File: config.mk
export PLATFORM = sky130hd
export DESIGN_NAME = trb_slots
export DESIGN_NICKNAME = d
export VERILOG_FILES = /design/src/rtl/trb_pkg.sv /design/src/rtl/trb_slots.sv
export SDC_FILE = /design/constraint.sdc
export NUM_CORES = 1
export LEC_CHECK = 0
export ABC_AREA = 0
export BUFFER_PORTS_ARGS = -buffer_cell sky130_fd_sc_hd__buf_4
export CELL_PAD_IN_SITES_DETAIL_PLACEMENT = 2
export CELL_PAD_IN_SITES_GLOBAL_PLACEMENT = 2
export CORE_AREA = 4 4 197 199
export DETAILED_ROUTE_END_ITERATION = 10
export DIE_AREA = 0 0 201 203
export GPL_TIMING_DRIVEN = 0
export PLACE_DENSITY_LB_ADDON = 0.2
export SYNTH_ARGS = -nofsm -noshare
export SYNTH_HDL_FRONTEND = slang
export SYNTH_SLANG_ARGS = --single-unit
File: constraint.sdc
create_clock -name clk -period 3 [get_ports clk]
set_clock_uncertainty 0.15 [all_clocks]
set_input_delay 0.15 -clock clk [delete_from_list [all_inputs] [get_ports clk]]
set_output_delay 0.15 -clock clk [all_outputs]
set_load 0.05 [all_outputs]
File: src/rtl/trb_pkg.sv
// Shared types, widths and codes of the trace ring buffer.
`default_nettype none

package trb_pkg;

	localparam int SLOTS  = 32;
	localparam int SLOT_W = $clog2(SLOTS);
	localparam int CNT_W  = $clog2(SLOTS + 1);

	localparam int STATE_W = 16;
	localparam int ID_W    = 22;
	localparam int NAME_W  = 64;
	localparam int COUNT_W = 32;
	localparam int COPY_W  = 6;

	localparam int IN_FIELDS_W  = STATE_W + 2 * ID_W + 2 * NAME_W + COUNT_W;
	localparam int IN_TDATA_W   = ((IN_FIELDS_W + 7) / 8) * 8;
	localparam int OUT_FIELDS_W = STATE_W + 2 * ID_W + 2 * NAME_W + COUNT_W + COPY_W;
	localparam int OUT_TDATA_W  = ((OUT_FIELDS_W + 7) / 8) * 8;
	localparam int ACT_W        = 2;

	typedef logic [SLOT_W-1:0] slot_t;
	typedef logic [CNT_W-1:0]  copy_cnt_t;

	localparam slot_t LAST_SLOT = slot_t'(SLOTS - 1);

	typedef enum logic [ACT_W-1:0] {
		ACT_RECORD = 2'd0,
		ACT_READ   = 2'd1,
		ACT_CLEAR  = 2'd2
	} action_t;

	typedef enum logic [1:0] {
		SC_IDLE,
		SC_EVAL,
		SC_SUMM
	} scan_state_t;

	// one slot as stored in the RAM, state in the lowest bits
	typedef struct packed {
		logic [NAME_W-1:0]  name_high;
		logic [NAME_W-1:0]  name_low;
		logic [ID_W-1:0]    group_id;
		logic [ID_W-1:0]    thread_id;
		logic [COUNT_W-1:0] count;
		logic [STATE_W-1:0] state;
	} entry_t;

	localparam int ENTRY_W = $bits(entry_t);

	typedef struct packed {
		slot_t              wr_slot;
		logic [COUNT_W-1:0] total;
		logic [SLOTS-1:0]   valid;
		logic [SLOTS-1:0]   written;
	} slot_status_t;

endpackage

`default_nettype wire

File: src/rtl/trb_slots.sv
// Record and clear handling: write slot, event count, valid and written bits.
`default_nettype none

module trb_slots (
	input  wire logic                           clk,
	input  wire logic                           arst_n,
	input  wire logic                           accept,
	input  wire logic [trb_pkg::ACT_W-1:0]      action,
	input  wire logic [trb_pkg::STATE_W-1:0]    event_state,
	input  wire logic [trb_pkg::ID_W-1:0]       group_id,
	input  wire logic [trb_pkg::ID_W-1:0]       thread_id,
	input  wire logic [trb_pkg::NAME_W-1:0]     name_low,
	input  wire logic [trb_pkg::NAME_W-1:0]     name_high,
	output logic                                we,
	output trb_pkg::slot_t                      waddr,
	output trb_pkg::entry_t                     wdata,
	output trb_pkg::slot_status_t               status
);

	import trb_pkg::*;

	slot_t              wr_slot_q;
	logic [COUNT_W-1:0] total_q;
	logic [SLOTS-1:0]   valid_q;
	logic [SLOTS-1:0]   written_q;
	logic               do_clear;

	assign we       = accept && (action == ACT_RECORD);
	assign do_clear = accept && (action == ACT_CLEAR);
	assign waddr    = wr_slot_q;

	always_comb begin
		wdata.name_high = name_high;
		wdata.name_low  = name_low;
		wdata.group_id  = group_id;
		wdata.thread_id = thread_id;
		wdata.count     = total_q;
		wdata.state     = event_state;
	end

	always_ff @(posedge clk or negedge arst_n) begin
		if (!arst_n) begin
			wr_slot_q <= '0;
			total_q   <= '0;
			valid_q   <= '0;
			written_q <= '0;
		end else if (we) begin
			valid_q[wr_slot_q]   <= 1'b1;
			written_q[wr_slot_q] <= 1'b1;
			wr_slot_q            <= (wr_slot_q == LAST_SLOT) ? '0 : wr_slot_q + 1'b1;
			// saturate at the top count
			if (total_q != '1) begin
				total_q <= total_q + 1'b1;
			end
		end else if (do_clear) begin
			valid_q <= '0;
		end
	end

	assign status.wr_slot = wr_slot_q;
	assign status.total   = total_q;
	assign status.valid   = valid_q;
	assign status.written = written_q;

endmodule

`default_nettype wire

**Word level (Yosys, flattened, before mapping)**

Cells that the tools add are included.

- Bits in registers: 101

- Add/sub/neg operators: 2
- Reductions and logical operators: 6
- Mux-type cells: 5
- Bitwise gates (word level): 2
- Magnitude comparators: 2
- Equality and inequality tests: 3

Operators with widths:

| cell | count |
|---|---|
| 32-bit two-way mux | 2 |
| 32-bit bitwise OR | 2 |
| 32-bit by 1-bit adder with 32-bit output (second input constant) | 1 |
| 32-bit != test (second input constant) | 1 |
| 5-bit by 6-bit < comparator with 1-bit output (second input constant) | 1 |
| 5-bit by 1-bit adder with 5-bit output (second input constant) | 1 |
| 1-bit demux with 5-bit select | 1 |
| 5-bit equality test (second input constant) | 1 |
| 5-bit by 1-bit greater-or-equal comparator with 1-bit output (second input constant) | 1 |
| 5-bit two-way mux | 1 |
| 1-bit logical AND | 3 |
| 2-bit equality test (second input constant) | 1 |
| 2-bit zero test | 1 |
| 2-bit AND reduction | 1 |
| 2-bit nonzero test | 1 |
| 1-bit two-way mux | 1 |

**Logic depth before layout (Yosys ltp)**

Gate-level depths: netlist of the first run.

- Depth after elaboration: 6
- Depth in mapped cells: 7
- Mapped depth without buffers: 6

**Least setup slack after synthesis of the first run**

OpenSTA, ideal clock, no wires.

- Path kind: reg2reg
- Start point: register total_q[17]
- End point: register total_q[19]
- Stages on the path, launching flop included: 6
- Path buffers: 0
- Data arrival time: 2,285 ps
- Path slack: 420 ps
- Cell sequence: dfrtp_1 nand4_2 or4_4 o311a_4 and4_1 xor2_1

- Cells in the longest elaborated chain, start to end: 2

RTL lines:

| what | RTL line | RTL |
|---|---|---|
| start: declaration | trb_slots.sv:23 | `logic [COUNT_W-1:0] total_q;` |
| start signal: assignment | trb_slots.sv:53 | `total_q <= total_q + 1'b1;` |
| parallel branches: the longest is 2 deep, another holds 32-bit by 1-bit adder with 32-bit output | -- |  |

Several ways; the timed one is not identified.
A chain may end at the register's enable or synchronous reset.

**Worst setup path after layout of the first run**

- Start point: register total_q[16]
- End point: register total_q[19]

The elaborated chain is that of the path after synthesis.

==> reports/metrics.cfg, run 1 <==
[run_status]
outcome=finished clean

[detailed_routing]
routed_wirelength_um=23000
detail_route.drc_violations=0
routed-via-count=5182
dr.pass1.iters=4
route.detailed.wl_per_inst_um=16.1
vias_per_cell=3.62
ant_nets=0
violation_count_after_the_first_detailed_route_iteration=102

[synthesis]
yosys_most_used_dff=dfrtp_1
synth_enable_flop_cells=0
synth.ff_latch_count=101
ys_warnings=0
synth_cells=610
yosys.area.top_type_share=0.431
syn-cell-area_mm2=0.00586
number_of_nets_in_the_synthesized_netlist=809
synth_cell_type_count=40
yosys.area.top_type=dfrtp_1
synth_sequential_area_ratio=0.431
ys_async_sr_fraction=1.00
ys_top_cells_by_area=dfrtp_1 43%, buf_4 29%, nand2_1 4.9%, xor2_1 2.2%, xnor2_1 2.1%
syn_avg_cell_area_um2=9.61

[sta]
rsz0062_at_grt=no
worst_pin_slew_ns=0.645
finalSetupViolCount=0
post-route-worst-setup-slack_ns=0.568
final_min_period_over_clock_period=0.811
final.min_clock_period_ns=2.43
worst_slew_margin_rel=0.568
max_freq_ghz=0.411
timing_hold_violations_final=0
final.setup.tns_ns=0
final_max_slew_viol_count=0

[die]
floorplan.initialDensity=0.157
fp.dieW_um=201
fp.coreArea_mm2=0.0372
die_y_um=203
fp-row-count=71
io_pins=520
design.die.area_mm2=0.0408

[global_route]
total_global_route_track_usage=0.106
grt_remaining_overflow=0
antenna_violations_before_repair=0
grt_max_degree=64
via_count_of_the_first_global_routing_pass=5764
grt_first_pass_wirelength_um=34500

[finish]
area_growth_pct=58.7
final_nets=1153
final_layout_size_suffix_gt1_frac=0.624
antenna-diode-count=0

[clock_network]
post_cts_repair_setup_buffers=0
cts.repair.resized=0
clock_insertion_delay_worst_skew_ns=0.35
clk_root_buffer_cell=clkbuf_16
clkSinkCount=101
cts.path.max_buffers=2
clk_pin_slew_ns=0.08
holdBufCountCts=1
htreeDepth=3
cts_tree=done
inserted_clock_buffers=9

[critical_path]
crit_path_max_fanout=9
timing_worst_setup_path_type=reg -> reg
worst_setup_path_start_kind=flop
cp-end-kind=flop
worst_path_max_delay_cell=or4_4
cp.buffers_inverters=0
cells_along_the_critical_path=nand4_2, or4_4, o311a_4, and4_1, xor2_1
crit_arrival_ns=2.52
required_time_at_the_endpoint_of_the_critical_path_ns=3.08
worst_path_dominant_cell_family=simple AND/OR/NAND/NOR gates
cpPeakStageDelay_ns=0.64

[power_and_ir_drop]
cellPowerDensity_mw_per_mm2=632
static-leakage-power_nw=5.21
peakVddDrop_v=0.000201

[placement]
preCtsSetupSlack_ns=0.524
final_weighted_congestion_in_routability_driven_placement=0.700
detailed_place_hpwl_um=19400
portBuffers=331

[worst_hold_path]
hold_crit_class=in -> async

[flow_run]
timing.max_cap.violations=0

-- final cells by class --
| class | instances | area, µm² |
|---|---|---|
| Timing Repair Buffer | 333 | 2530 |
| Clock inverter | 6 | 92.6 |
| Multi-Input combinational cell | 268 | 1580 |
| Buffer | 237 | 1740 |
| Fill cell | 4246 | 27900 |
| Sequential cell | 101 | 2530 |
| Clock buffer | 10 | 229 |
| Tap cell | 474 | 593 |
| Inverter | 4 | 15.0 |
-- stage by stage --
step / area (µm²) / std cells / total power (W) / utilization / hold WS (ns)
after floorplan: 5860 / 610 / 0.00374 / - / -0.296
after global placement: 8940 / 1415 / 0.00461 / 0.240 / 0.301
after detailed placement: 8970 / 1416 / 0.00465 / 0.241 / -0.0608
after CTS: 9300 / 1433 / 0.00600 / 0.250 / 0.119
after global routing: 9300 / 1433 / 0.00619 / 0.250 / 0.135
final: 9300 / 1433 / 0.00588 / 0.250 / 0.114
-- cell usage in the layout (no fill, tap or decap), types with 2 or more instances in the layout --
master	netlist	routed
nand3b_1	4	4
nor3_1	6	6
and4_1	5	5
and2_1	5	5
and3_1	6	6
inv_1	3	3
nor3b_1	3	3
xnor2_1	14	14
nand2b_1	18	18
a31oi_1	3	3
nand3_1	11	11
xor2_1	15	15
nand2_1	76	76
a21o_1	13	13
clkbuf_16	0	9
a21oi_1	3	3
ha_1	6	6
bufinv_16	0	2
or2_2	19	19
clkbuf_1	10	11
nor4_1	5	5
inv_6	0	2
o21a_1	4	4
nand4_1	4	4
buf_4	225	555
o21ai_0	5	5
nor4b_1	2	2
clkinvlp_4	0	2
dfrtp_1	101	101
nor2_1	30	30
-- final timing paths --
path | endpoint | slack [ns] | cells past startpoint | from
worst min register to register | written_q[2] | 0.32 | 1 | written_q[2]
worst min-delay path | written_q[7] | 0.11 | 2 | arst_n
worst max register to register | total_q[19] | 0.57 | 5 | total_q[16]
max in group asynchronous | total_q[29] | 1.89 | 3 | arst_n
min in group clk | valid_q[12] | 0.14 | 3 | action[0]
worst max-delay path | total_q[19] | 0.57 | 5 | total_q[16]
-- layer usage --
layer	vias up	track usage	wire length [µm]
li1	2411	-	-
met1	2513	0.124	8990
met2	246	0.193	12300
met3	12	0.0305	1550
met4	0	0.0226	206
met5	-	0	0
-- worst register-to-register path, stage by stage (launching register included) --
cell,delay [ns]
dfrtp_1,0.47
nand4_2,0.29
or4_4,0.64
o311a_4,0.41
and4_1,0.22
xor2_1,0.13
-- cell families after synthesis --
family                     Yosys count  share of synthesized area
and+or+nand+nor                    201                      0.174
buffers and inverters              241                      0.299
xor gates and xnor gates            29                     0.0433
DFF                                101                      0.431
adders and majority gates            6                     0.0128
AOI/OAI and AO/OA                   31                     0.0380
muxes                                1                    0.00192
-- power breakdown --
part / internal (W) / switching [W] / total (W)
clock: 0.000739 / 0.000570 / 0.00131
combinational: 0.000892 / 0.00192 / 0.00281
sequential: 0.00157 / 0.000197 / 0.00176
-- registers in the layout (all words and copies together) (netlist names) --
register,count
waddr,5
total_q,32
valid_q,32
written_q,32
-- cells in the mapped netlist (5+ instances only) --
cell type,instances
buf_4,225
dfrtp_1,101
nand2_1,76
nor2_1,30
or2_2,19
nand2b_1,18
xor2_1,15
xnor2_1,14
a21o_1,13
nand3_1,11
clkbuf_1,10
and3_1,6
ha_1,6
nor3_1,6
and2_1,5
and4_1,5
nor4_1,5
o21ai_0,5
Power figures use the tool's default switching activity.
==> run 2: changes to the inputs <==
==> constraint.sdc (replaced) <==
create_clock -name clk -period 2.3 [get_ports clk]
set_clock_uncertainty 0.15 [all_clocks]
set_input_delay 0.115 -clock clk [delete_from_list [all_inputs] [get_ports clk]]
set_output_delay 0.115 -clock clk [all_outputs]
set_load 0.05 [all_outputs]
==> reports/metrics.cfg, run 2 (synthesized netlist as in run 1, its figures left out) <==
[die]
fp.coreArea_mm2=0.0372  ; unchanged
fp-row-count=71  ; unchanged
fp.dieW_um=201  ; unchanged
io_pins=520  ; unchanged
design.die.area_mm2=0.0408  ; unchanged
floorplan.initialDensity=0.157  ; unchanged
die_y_um=203  ; unchanged

[critical_path]
required_time_at_the_endpoint_of_the_critical_path_ns=2.39  ; was 3.08 ns
minimum_setup_slack_among_reg_to_reg_paths_ns=0.09  ; was 0.57 ns
worst_path_max_delay_cell=or4_4  ; unchanged
cp-end-kind=flop  ; unchanged
cpPeakStageDelay_ns=0.60  ; was 0.64 ns
rr_startpoint=total_q[16]  ; unchanged
timing_worst_setup_path_type=reg -> reg  ; unchanged
worst_setup_path_start_kind=flop  ; unchanged
crit_path_max_fanout=9  ; unchanged
cells_along_the_critical_path=nand4_4, or4_4, o311a_4, and4_1, xor2_1  ; was nand4_2, or4_4, o311a_4, and4_1, xor2_1
crit_arrival_ns=2.30  ; was 2.52 ns
reg2regPathDepth=5  ; unchanged
timing.rr.end=total_q[19]  ; unchanged

[sta]
final_min_period_over_clock_period=0.962  ; was 0.811
final.min_clock_period_ns=2.21  ; was 2.43 ns
max_freq_ghz=0.452  ; was 0.411 GHz
timing_hold_violations_final=0  ; unchanged
finalSetupViolCount=0  ; unchanged
worst_pin_slew_ns=0.708  ; was 0.645 ns
post-route-worst-setup-slack_ns=0.0867  ; was 0.568 ns
final.setup.tns_ns=0  ; unchanged
final_max_slew_viol_count=0  ; unchanged
worst_hold_slack_ns=0.0628  ; was 0.114 ns
worst_slew_margin_rel=0.528  ; was 0.568

[global_route]
grt_first_pass_wirelength_um=35100  ; was 34,500 µm
grt_use_met2=0.203  ; was 0.193
busiest_layer=met2  ; unchanged
via_count_of_the_first_global_routing_pass=5758  ; was 5,764
antenna_violations_before_repair=0  ; unchanged
groute.layer.met1.usage=0.123  ; was 0.124
grt_remaining_overflow=0  ; unchanged
grt_max_degree=64  ; unchanged
grt_util_met3=0.0340  ; was 0.0305
total_global_route_track_usage=0.109  ; was 0.106

[worst_hold_path]
min-delay-start=action[0]
worstHoldPathCells=3
hold_end=valid_q[31]
hold_crit_class=in -> reg  ; was in -> async

[clock_network]
clk_pin_slew_ns=0.08  ; about the same
cts_tree=done  ; unchanged
clkSinkCount=101  ; unchanged
clk_root_buffer_cell=clkbuf_16  ; unchanged
cts.path.max_buffers=2  ; unchanged
clock_insertion_delay_worst_skew_ns=0.35  ; about the same
htreeDepth=3  ; unchanged
inserted_clock_buffers=9  ; unchanged

[finish]
mostFrequentLayoutCell=buf_4  ; unchanged
antenna-diode-count=0  ; unchanged
final_nets=1158  ; was 1,153
area_growth_pct=59.9  ; was 58.7%
layout_common_cells=562 x buf_4, 92 x dfrtp_1, 76 x nand2_1  ; was 555 x buf_4, 101 x dfrtp_1, 76 x nand2_1
fillCellCount=4222  ; was 4,246
top_regs=total_q: 32 flops, valid_q: 32 flops, written_q: 32 flops  ; unchanged
final_util=0.252  ; was 0.250
final_layout_size_suffix_gt1_frac=0.647  ; was 0.624

[detailed_routing]
routed_wirelength_um=23800  ; was 23,000 µm
ant_nets=0  ; unchanged
route.detailed.wl_per_inst_um=16.5  ; was 16.1 µm
vias_per_cell=3.61  ; was 3.62
routed-via-count=5185  ; was 5,182
violation_count_after_the_first_detailed_route_iteration=119  ; was 102
dr.pass1.iters=4  ; unchanged
detail_route.drc_violations=0  ; unchanged

[placement]
detailed_place_hpwl_um=20000  ; was 19,400 µm
portBuffers=331  ; unchanged
final_weighted_congestion_in_routability_driven_placement=0.682  ; was 0.700
preCtsSetupSlack_ns=-0.144  ; was 0.524 ns

[run_status]
outcome=finished clean  ; unchanged

[power_and_ir_drop]
peakVddDrop_v=0.000234  ; was 0.000201 V
static-leakage-power_nw=5.23  ; was 5.21 nW
cellPowerDensity_mw_per_mm2=801  ; was 632 mW/mm²

[flow_run]
timing.max_cap.violations=0  ; unchanged

==> run 2: cell type report <==
class	instances	area, µm²	share of cell area
clock inverters	6	55.1	0.00587
plain buffers	235	1730	0.184
well taps	474	593	0.0633
inverters	4	15.0	0.00160
multi-input cells	268	1640	0.175
clock buffers	9	225	0.0240
flip-flops and latches	101	2540	0.271
repair buffers	340	2580	0.275
==> run 2: through the flow <==
step	area, µm²	cells	total power (W)
finish	9370	1437	0.00750
global placement	8950	1415	0.00604
floorplan	5870	610	0.00488
CTS	9310	1431	0.00768
detailed placement	8980	1416	0.00608
global route	9370	1437	0.00793
==> run 2: how the worst max path moves through the flow <==
stage | startpoint | endpoint | slack (ns)
after CTS | total_q[16] | total_q[19] | 0.005
after floorplan | total_q[21] | total_q[19] | -0.11
after detailed placement | total_q[0] | total_q[26] | -0.14
after global routing | total_q[16] | total_q[19] | -0.0008
final | total_q[16] | total_q[19] | 0.09
after global placement | total_q[0] | total_q[26] | -0.1
==> run 2: power by group <==
group	internal [W]	leakage (nW)	switching (W)	total (W)
registers	0.00204	1.35	0.000255	0.00230
logic	0.00116	3.74	0.00252	0.00368
clock network	0.000754	0.139	0.000766	0.00152
total	0.00396	5.23	0.00354	0.00750
==> run 2: repair_timing <==
item | 4_1_cts | 5_1_grt
hold endpoints to repair | 101 | 0
pin swaps | 1 | 1
hold buffers | 1 | 0
resized for setup | 8 | 6
buffers inserted | 0 | 7
setup endpoints to repair | 18 | 26
==> run 2: worst max-delay path: cells and delay by family (launching register included) <==
family           cells  cell delay [ns]
XOR/XNOR             1             0.13
AO/OA/AOI/OAI        1             0.40
AND/OR/NAND/NOR      3             1.00
flip-flops           1             0.41
==> run 2: metal layers <==
layer / part of all wire / routed length (µm) / up-vias
li1: - / - / 2424
met1: 0.38 / 9040 / 2497
met2: 0.54 / 12800 / 250
met3: 0.072 / 1710 / 14
met4: 0.0089 / 212 / 0
met5: 0 / 0 / -
