--- src/rtl/trb_ram.sv ---
// Generic single-port-write, single-port-read RAM with registered read.
`default_nettype none

module trb_ram #(
	parameter int WIDTH = 8,
	parameter int DEPTH = 16
) (
	input  wire logic                     clk,
	input  wire logic                     we,
	input  wire logic [$clog2(DEPTH)-1:0] waddr,
	input  wire logic [WIDTH-1:0]         wdata,
	input  wire logic                     re,
	input  wire logic [$clog2(DEPTH)-1:0] raddr,
	output logic      [WIDTH-1:0]         rdata
);

	logic [WIDTH-1:0] mem [DEPTH];

	always_ff @(posedge clk) begin
		if (we) begin
			mem[waddr] <= wdata;
		end
		if (re) begin
			rdata <= mem[raddr];
		end
	end

endmodule

`default_nettype wire

--- config.mk ---
export PLATFORM = sky130hd
export DESIGN_NAME = trb_ram
export DESIGN_NICKNAME = d
export VERILOG_FILES = /design/src/rtl/trb_ram.sv
export SDC_FILE = /design/constraint.sdc
export NUM_CORES = 1
export LEC_CHECK = 0
export BUFFER_PORTS_ARGS = -buffer_cell sky130_fd_sc_hd__clkbuf_2
export CORE_ASPECT_RATIO = 1.5
export CORE_MARGIN = 8
export CORE_UTILIZATION = 23
export DETAILED_ROUTE_END_ITERATION = 6
export SETUP_SLACK_MARGIN = 0.1
export SLEW_MARGIN = 20
export SYNTH_ARGS = -nofsm -noshare
export SYNTH_HDL_FRONTEND = slang
export SYNTH_SLANG_ARGS = --single-unit
export TNS_END_PERCENT = 100
--- constraint.sdc ---
create_clock -name clk -period 3.2 [get_ports clk]
set_input_delay 0 -clock clk [delete_from_list [all_inputs] [get_ports clk]]
set_output_delay 0 -clock clk [all_outputs]
set_load 0.05 [all_outputs]
# After elaboration in Yosys (flattened, before gate mapping)
# Memories as Yosys holds them, arrays and structs flattened. A register that Yosys moved wholly into a read port is not among the register bits.
# Cells that the tools add are included.
# word_totals
regBits	0
ram_bits	128
input_bits	19
n_memories	1
# classes
mux	2
# memory_table
name	depth	width	rd	rd_clocked_by_memory_dff	write_ports	line_no	rtl
mem	16	8	1	1	1	17	logic [WIDTH-1:0] mem [DEPTH];
# op_table
op	count
1-bit 2-to-1 mux	2

# Longest topological paths before layout
# Gate-level depths: netlist (run 1).
# logic_depth
ltp_word	2
mapped_depth	5
mapped_depth_nobuf	3

# Worst setup path before layout (run 1)
# OpenSTA, ideal clock, no wires.
# synth_path
path_type	input port to flip-flop
startpoint	in waddr[2]
endpoint	mem mem[0][0], enable pin
setup_ps	383
t_arrival_ps	1110
t_required_ps	2817
slack_ps	1707
path_stages	2
path_cell_list	or3b_2 nor3_1
# synth_rtl
element	line_no	rtl
start, declared	10	input wire logic [$clog2(DEPTH)-1:0] waddr,
end, declared	17	
# Straight into the memory's write port.

==> qor.txt, run 1 <==
Clock latency on the worst-skew pair = 0.42 ns
Clock power share = 45.5%
Total gr overflow = 0
Syn_area_per_cell = 22.8 um^2
Syn nets = 248
Synth Warn # = 0
Antenna cells = 0
Slew HR = 32.7%
Sequential Area = 4080 um^2
Register area share after synthesis = 78.1%
Worst-case clock buffer depth = 2
Largest net degree at the start of global routing = 33
Placed inst area = 5660 um^2
Share of the synthesized area in the top cell type = 78.1%
RD Place Congestion = 0.757
Seq pwr share = 49.4%
Chip Height = 201 um
CTS tree = built
Synth Cell Area = 5230 um^2
Rows = 67
Die width = 139 um
Pint = 3.16 mW
Initial Utilization = 23.4%
Synthesized instance count = 229
Core box area = 22300 um^2
# fillers = 2188
Outcome = completed
Final Hold Vio Count = 0
Synth cell types = 18
Layout area overhead = 19.7%
Drt initial violations = 184
Drt pass-1 iters = 4
Post-Route WL = 10500 um
Final Max Tran Viols = 0
Initial antenna violation count = 0
Setup Skew = 0.00559 ns
Hold WC Path Type = primary input to flip-flop
Final worst path period share = 49.5%
Tot Pwr = 4.08 mW
Post-route DRC = 0
Cell area after layout = 6260 um^2
Die area = 27900 um^2
Total GRT Usage = 7.79%
Crit Path Category = primary input to flip-flop
Final min period = 1.58 ns
Max Freq = 631 MHz
Top post-synthesis cells by area = edfxtp_1, mux4_2, mux4_1
CTS sink count = 136
Share of cells above drive strength 1 = 28.8%
Setup crit start kind = primary input
NetSw = 922 uW
Max-Cap Viols = 0
VDD IR max = 0.000401 V
Arrival time of the worst setup path = 1.74 ns
Data required time of the worst path = 3.36 ns
Sw Share = 22.6%
Ports = 27
CP Max Fanout = 15
Pwr Density = 653 nW/um^2
Port buffer count = 26
Num CTS Buffers = 17
Worst Tran Pin Value = 1.01 ns
Via count = 2396
Pleak = 2.01 nW
Setup violators final = 0
Area occupied by multi-input gates = 1060 um^2
CTS clk-pin slew, worst paths = 0.06 ns
Post-CTS Setup Inserts = 0
Number of nets in the layout = 291
DP HPWL = 7230 um
Setup TNS = 0 ns
Average wire per standard cell = 18.7 um
ANT nets after route = 0
First-pass GRT wire length = 16000 um
Vias in the first global route = 2621
Vias per Instance = 4.27
Cell taking the most area after synthesis = edfxtp_1
Combinational share of power = 5.1%
RSZ-0062 raised after global routing = no
Hold-fix buffers, CTS = 3
Resize count post-CTS = 0
CP Capture Type = flip-flop
H-tree Lvls = 4
Yosys reg bits = 136
Root Driver = clkbuf_16
area by class of cell:
class / instances / area share, %
Sequential cell: 136 / 65.3
Multi-Input combinational cell: 83 / 17.0
Clock buffer: 17 / 6.80
Tap cell: 276 / 5.52
Timing Repair Buffer: 34 / 3.16
Clock inverter: 15 / 2.26
registers in the layout (all words and copies together) (netlist names):
signal and cells:
mem 128, rdata 8
critical path, cell delays in order:
cell and delay, ns:
clkbuf_2 0.44, buf_4 0.36, mux4_1 0.57, a22oi_1 0.27, nand2_1 0.10
cells in the final DEF, fill, tap and decap left out, drive strengths merged:
cell | Yosys | routed
clkinv | 0 | 3
clkbuf | 0 | 43
nor2 | 13 | 13
inv | 0 | 6
nor2b | 1 | 1
nand3b | 2 | 2
bufinv | 0 | 1
clkinvlp | 0 | 5
dlygate4sd3 | 0 | 3
and2b | 1 | 1
buf | 7 | 5
nand3 | 1 | 1
and2 | 1 | 1
nand2b | 2 | 2
or3b | 1 | 1
a22oi | 16 | 16
nand2 | 9 | 9
edfxtp | 136 | 136
nor3 | 4 | 4
mux4 | 32 | 32
power groups by stage:
stage	clock network (mW)	registers [mW]	logic [mW]
final	1.86	2.02	0.206
after floorplan	0	2.08	0.101
after global placement	0	2.06	0.201
after detailed placement	0	2.06	0.207
after CTS	1.88	2.02	0.211
after global routing	1.94	2.02	0.224
logic make-up (layout without fill, tap and decap cells):
| family | after synthesis | after routing | share of synthesized area [%] |
|---|---|---|---|
| simple gates | 35 | 35 | 3.14 |
| buf+inv | 10 | 66 | 1.65 |
| mux | 32 | 32 | 14.8 |
| compound gates | 16 | 16 | 2.30 |
| flops | 136 | 136 | 78.1 |
synth_stat cells, drive strengths merged:
| cell type | count |
|---|---|
| nor3 | 4 |
| and2 | 1 |
| nand3 | 1 |
| or3b | 1 |
| buf | 7 |
| nand2 | 9 |
| clkdlybuf4s25 | 3 |
| edfxtp | 136 |
| a22oi | 16 |
| and2b | 1 |
| nand2b | 2 |
| mux4 | 32 |
| nor2b | 1 |
| nor2 | 13 |
| nand3b | 2 |
per-stage QoR:
| step | instances | utilization, % | hold slack, ns | setup slack (ns) |
|---|---|---|---|---|
| final | 561 | 28.1 | 0.0100 | 1.62 |
| after global routing | 561 | 28.1 | 0.0209 | 1.52 |
| after CTS | 561 | 28.1 | 0.0124 | 1.60 |
| after detailed placement | 526 | 25.4 | 0.411 | 1.16 |
| after global placement | 526 | 25.4 | 0.392 | 1.20 |
| after floorplan | 229 | - | 0.0989 | 1.71 |
final timing paths:
kind	start	end	slack, ns	cells after the start
max reg2reg	mem[1][5]	rdata[5]	1.68	3
min reg2reg	mem[12][1]	rdata[1]	0.75	3
max	raddr[0]	rdata[2]	1.62	5
min	wdata[7]	mem[6][7]	0.01	1
layer usage:
metal  vias to the layer above  wire length (um)  track usage, %
met1                      1233              4320            8.42
met2                        73              5540            13.8
met5                         -                 0               0
li1                       1067                 -               -
met4                         0               233            3.62
met3                        23               398            2.24
Note: power is estimated with default switching activity, not from simulation.
==> run 2, diff against run 1 <==
ABC_AREA = 1   (was not set)
clock period = 1.49 ns   (was 3.2 ns; I/O delays follow)
==> qor.txt, run 2 <==
Share of the synthesized area in the top cell type = 69.8% (-8.3 points)
Total GRT Usage = 9.50% (+1.7 points)
Commonest cells after routing, fill and taps aside = nand2_1, edfxtp_1, inv_1
Vias in the first global route = 3781 (+44%)
Post-route DRC = 0 (unchanged)
Resize count post-CTS = 0 (unchanged)
Worst Hold Depth = 3 (+2)
Vias per Instance = 4.04 (-5.5%)
Cell taking the most area after synthesis = edfxtp_1
Die area = 30900 um^2 (+11%)
First-pass GRT wire length = 21900 um (+36%)
Max incr delay on CP = 0.36 ns (-0.21 ns)
Post-synthesis adder-cell area fraction = 0% (unchanged)
Simple-Gate Fraction of Synth Area = 20.8% (+18 points)
Setup crit start kind = flip-flop
Post-synth top flop = edfxtp_1
DP HPWL = 9610 um (+33%)
Crit Path Category = flip-flop to flip-flop
CP Capture Type = flip-flop
Tot Pwr = 9.35 mW (+130%)
VDD IR max = 0.000766 V (+91%)
Number of nets in the layout = 616 (+110%)
Ports = 27 (unchanged)
Synth cell types = 11 (-7)
Most common cell after layout, fill and taps aside = nand2_1
Top reg by flops = mem
Register area share after synthesis = 69.8% (-8.3 points)
Top post-synthesis cells by area = edfxtp_1, nand2_1, nand3_1
Max Freq = 791 MHz
Worst-path cell chain = inv_1, nand2_1, nand3_1, nand3_1, nand3_1, nand2_1
Compound-gate portion of the synthesized area = 0% (-2.3 points)
Initial Utilization = 23.3% (-0.10 points)
Max-Cap Viols = 0 (unchanged)
Root Driver = clkbuf_16
Placed cell count = 905 (+72%)
Average wire per standard cell = 15.4 um (-18%)
Hold WC Path Type = primary input to flip-flop
Drt initial violations = 233 (+27%)
Final Max Tran Viols = 0 (unchanged)
Max FFs per register = 128 (unchanged)
Main combinational cell family by area after synthesis = simple AND/OR/NAND/NOR gates
CTS tree = built
Cell area after layout = 7070 um^2 (+13%)
Final worst path period share = 84.8%
Post-synth top cells = nand2_1, edfxtp_1, inv_1
Largest net degree at the start of global routing = 65 (+97%)
Pleak = 2.98 nW (+48%)
Yosys reg bits = 136 (unchanged)
Setup Skew = 0.00876 ns (+0.00317 ns)
CP Max Fanout = 1 (-14)
Post-Synth XOR/XNOR Area = 0% (unchanged)
Number of flops mapped to enable cells by yosys = 136 (unchanged)
Outcome = completed
CTS sink count = 136 (unchanged)
Placement Setup Slack = 0.182 ns (-0.978 ns)
Worst-case clock buffer depth = 2 (unchanged)
Worst path most repeated cell = nand3_1
Mux share of post-synthesis cell area = 0% (-15 points)
Rows = 71 (+6.0%)
Num CTS Buffers = 17 (unchanged)
Top-count cell post-synth = nand2_1
Total gr overflow = 0 (unchanged)
Syn_area_per_cell = 10.6 um^2 (-54%)
Initial antenna violation count = 0 (unchanged)
CP max-delay cell = edfxtp_1
Die width = 146 um (+5.1%)
Slew HR = 60.9% (+28 points)
Via count = 3786 (+58%)
Setup ws final = 0.227 ns (-1.39 ns)
Setup TNS = 0 ns (unchanged)
Layout area overhead = 21.0%
Drt pass-1 iters = 5 (+1)
Antenna cells = 0 (unchanged)
RD Place Congestion = 0.776 (+2.5%)
Arrival time of the worst setup path = 1.42 ns (-0.32 ns)
Placed inst area = 6440 um^2 (+14%)
ANT nets after route = 0 (unchanged)
Non-Filler Instances = 938 (+67%)
H-tree Lvls = 4 (unchanged)
Largest regs = mem (128), rdata (8)
Chip Height = 211 um (+5.3%)
Final Hold Vio Count = 0 (unchanged)
Synth Cell Area = 5850 um^2 (+12%)
Port buffer count = 26 (unchanged)
RSZ-0062 raised after global routing = no
Setup violators final = 0 (unchanged)
Share of cells above drive strength 1 = 13.4% (-15 points)
Crit path launch = mem[7][1]
Core box area = 25100 um^2 (+12%)
Final min period = 1.26 ns
Hold path start = raddr[3]
Worst R2R Path Depth = 6 (+3)
Synth Warn # = 0 (unchanged)
Post-Route WL = 14400 um (+38%)
Data required time of the worst path = 1.65 ns (-1.71 ns)
Worst r2r src = mem[7][1]
Syn nets = 570 (+130%)
Async SR Flop Fraction = 0% (unchanged)
Pwr Density = 1320 nW/um^2 (+100%)
Worst Tran Pin Value = 0.585 ns (-0.420 ns)
CTS clk-pin slew, worst paths = 0.06 ns (about the same)
Clock latency on the worst-skew pair = 0.41 ns (about the same)
Synthesized instance count = 551 (+140%)
run 2: changes by cell type after synthesis, sizes merged, moves of 2 or more:
cell / previous run / this run
buf: 7 / 24
inv: 0 / 102
nand3: 1 / 97
nand2b: 2 / 0
a22oi: 16 / 0
nor2: 13 / 17
clkdlybuf4s25: 3 / 0
nor3: 4 / 0
mux4: 32 / 0
nand2: 9 / 173
run 2: cells by family after synthesis:
logic type	after synthesis
AND/OR/NAND/NOR	289
flip-flops	136
buffers and inverters	126
run 2: layout make-up:
| class | count | area (um^2) |
|---|---|---|
| clock buffers | 18 | 429 |
| clock inverters | 14 | 196 |
| fillers | 2601 | 18000 |
| inverters | 102 | 383 |
| multi-input cells | 289 | 1210 |
| flip-flops and latches | 136 | 4080 |
| well taps | 328 | 410 |
| repair buffers | 51 | 358 |
run 2: power breakdown:
group | leakage (nW) | switching (mW) | internal (mW)
sequential | 1.24 | 0.0244 | 4.31
clock | 0.299 | 1.60 | 2.81
combinational | 1.44 | 0.442 | 0.162
total | 2.98 | 2.06 | 7.29
run 2: what timing repair did:
item / CTS / global route
endpoints found under the hold margin: 8 / 0
setup buffers: 0 / 0
hold buffers: 1 / 0
run 2: routing by layer:
| metal | wire length (um) | track usage (%) | vias up | part of all wire (%) |
|---|---|---|---|---|
| li1 | - | - | 1874 | - |
| met1 | 5480 | 9.77 | 1793 | 38 |
| met2 | 7820 | 17.3 | 93 | 54 |
| met3 | 614 | 1.97 | 26 | 4.3 |
| met4 | 528 | 6.13 | 0 | 3.7 |
| met5 | 0 | 0 | - | 0 |
run 2: final timing paths:
path                                 end  slack (ns)
worst max register to register  rdata[1]        0.23
worst min register to register  rdata[6]        0.75
worst max-delay path            rdata[1]        0.23
worst min-delay path            rdata[0]        0.05
run 2: stage by stage:
stage / hold slack, ns / utilization, %
floorplan: 0.0989 / -
global placement: 0.397 / 25.7
detailed placement: 0.402 / 25.7
CTS: 0.0196 / 28.2
global route: 0.0496 / 28.2
finish: 0.0452 / 28.2
run 2: critical path, delay by kind of cell, from the launching register on:
family / cells / cell delay [ns]
flops: 1 / 0.36
buf+inv: 1 / 0.07
simple gates: 5 / 0.58
==> run 3, diff against run 2 <==
clock period = 1.18 ns   (was 1.49 ns; I/O delays follow)
==> qor.txt, run 3 (synthesized netlist as in run 2, its figures left out) <==
Outcome = completed
VDD IR max = 0.000966 V (+26%)
Pint = 9.42 mW (+29%)
Setup Skew = 0.00703 ns (-0.00173 ns)
CTS sink count = 136 (unchanged)
Pwr Density = 1620 nW/um^2 (+23%)
Total GRT Usage = 9.68% (+0.18 points)
CP Capture Type = flip-flop
Top reg by flops = mem
Number of nets in the layout = 619 (+0.49%)
Max Freq = 933 MHz (+18%)
H-tree Lvls = 4 (unchanged)
DP HPWL = 9840 um (+2.4%)
Tot Pwr = 12.0 mW (+28%)
Final core utilization = 29.5% (+1.3 points)
Max FFs per register = 128 (unchanged)
Largest regs = mem (128), rdata (8)
Vias in the first global route = 3885 (+2.8%)
Final Hold Vio Count = 0 (unchanged)
Commonest cells after routing, fill and taps aside = nand2_1, edfxtp_1, inv_1
Worst-case clock buffer depth = 2 (unchanged)
Initial antenna violation count = 0 (unchanged)
Final min period = 1.07 ns (-0.191 ns)
Final worst path period share = 90.9% (+6.1 points)
Pleak = 3.10 nW (+4.1%)
CP Max Fanout = 1 (unchanged)
Post-Route WL = 14500 um (+0.55%)
First-pass GRT wire length = 22300 um (+2.1%)
Post-CTS Setup Inserts = 0 (unchanged)
Share of cells above drive strength 1 = 21.9% (+8.4 points)
Average wire per standard cell = 15.4 um (+0.23%)
Clock latency on the worst-skew pair = 0.42 ns (about the same)
Drt initial violations = 223 (-4.3%)
RSZ-0062 raised after global routing = yes
Crit Path Category = flip-flop to flip-flop
Antenna cells = 0 (unchanged)
Final Max Tran Viols = 0 (unchanged)
Vias per Instance = 4.08 (+1.1%)
Initial Utilization = 23.3% (unchanged)
Core box area = 25100 um^2 (unchanged)
Data required time of the worst path = 1.35 ns (-0.30 ns)
Die width = 146 um (unchanged)
Chip Height = 211 um (unchanged)
Combinational share of power = 7.2% (+0.7 points)
Sw Share = 21.5% (-0.58 points)
Setup violators final = 0 (unchanged)
Largest net degree at the start of global routing = 55 (-15%)
Max-Cap Viols = 0 (unchanged)
CTS tree = built
Port buffer count = 26 (unchanged)
Ports = 27 (unchanged)
Seq pwr share = 45.7% (-0.7 points)
Placed cell count = 908 (+0.33%)
Num CTS Buffers = 17 (unchanged)
Slew HR = 57.0% (-3.9 points)
Setup crit start kind = flip-flop
NetSw = 2.57 mW (+25%)
Rows = 71 (unchanged)
Cell area after layout = 7390 um^2 (+4.5%)
# fillers = 2587 (-0.54%)
Arrival time of the worst setup path = 1.24 ns (-0.18 ns)
ANT nets after route = 0 (unchanged)
Hold WC Path Type = primary input to flip-flop
Clock power share = 47.1% (about the same)
Via count = 3839 (+1.4%)
RD Place Congestion = 0.825 (+6.3%)
Root Driver = clkbuf_16
Placed inst area = 6490 um^2 (+0.74%)
Layout area overhead = 26.4%
Drt pass-1 iters = 4 (-1)
Die area = 30900 um^2 (unchanged)
Most common cell after layout, fill and taps aside = nand2_1
Worst Tran Pin Value = 0.644 ns (+0.0589 ns)
CTS clk-pin slew, worst paths = 0.06 ns (about the same)
Total gr overflow = 0 (unchanged)
Post-route DRC = 0 (unchanged)
Non-Filler Instances = 941 (+0.32%)
## run 3: final cells by class
class | instances | area (um^2) | share of cell area (%)
Sequential cell | 136 | 4080 | 55.3
Multi-Input combinational cell | 289 | 1450 | 19.7
Timing Repair Buffer | 54 | 427 | 5.77
Clock buffer | 17 | 425 | 5.76
Tap cell | 328 | 410 | 5.55
Inverter | 102 | 383 | 5.18
Clock inverter | 15 | 208 | 2.81
## run 3: power groups by stage
stage	Sequential (mW)	Clock [mW]	Combinational (mW)
final	5.48	5.65	0.868
after global routing	5.48	5.90	0.946
after CTS	5.48	5.72	0.846
after detailed placement	5.58	0	0.797
after global placement	5.58	0	0.787
after floorplan	5.65	0	0.382
## run 3: per-stage QoR
stage | hold slack (ns) | setup TNS (ns) | setup WS (ns)
3_3_place_gp | 0.420 | -0.457 | -0.122
5_1_grt | 0.0731 | 0 | 0.0417
4_1_cts | 0.0566 | 0 | 0.0759
2_1_floorplan | 0.0989 | 0 | 0.229
3_5_place_dp | 0.424 | -0.577 | -0.154
6_report | 0.0547 | 0 | 0.108
## run 3: repair_timing
| item | in CTS | in global routing |
|---|---|---|
| pin swaps | 13 | 13 |
| endpoints found under the setup margin | 14 | 12 |
| hold buffers | 1 | 0 |
| endpoints found under the hold margin | 8 | 0 |
| gates resized for setup | 28 | 34 |
## run 3: worst paths after layout
kind / start / to / slack [ns] / depth (start not counted)
max: mem[5][6] / rdata[6] / 0.11 / 6
max reg2reg: mem[5][6] / rdata[6] / 0.11 / 6
min reg2reg: mem[14][4] / rdata[4] / 0.77 / 6
min: wdata[5] / mem[1][5] / 0.05 / 1
## run 3: per-layer routing
layer  vias to the layer above  routed length [um]  GRT usage [%]
met5                         -                   0              0
met1                      1854                5640           9.68
li1                       1876                   -              -
met3                        25                 503           2.21
met4                         0                 578           6.06
met2                        84                7800           17.8
## run 3: critical path, cell delays in order, from the launching register on
cell      delay, ns
edfxtp_1       0.36
inv_1          0.06
nand2_1        0.04
nand3_1        0.08
nand3_2        0.11
nand3_1        0.10
nand2_1        0.06
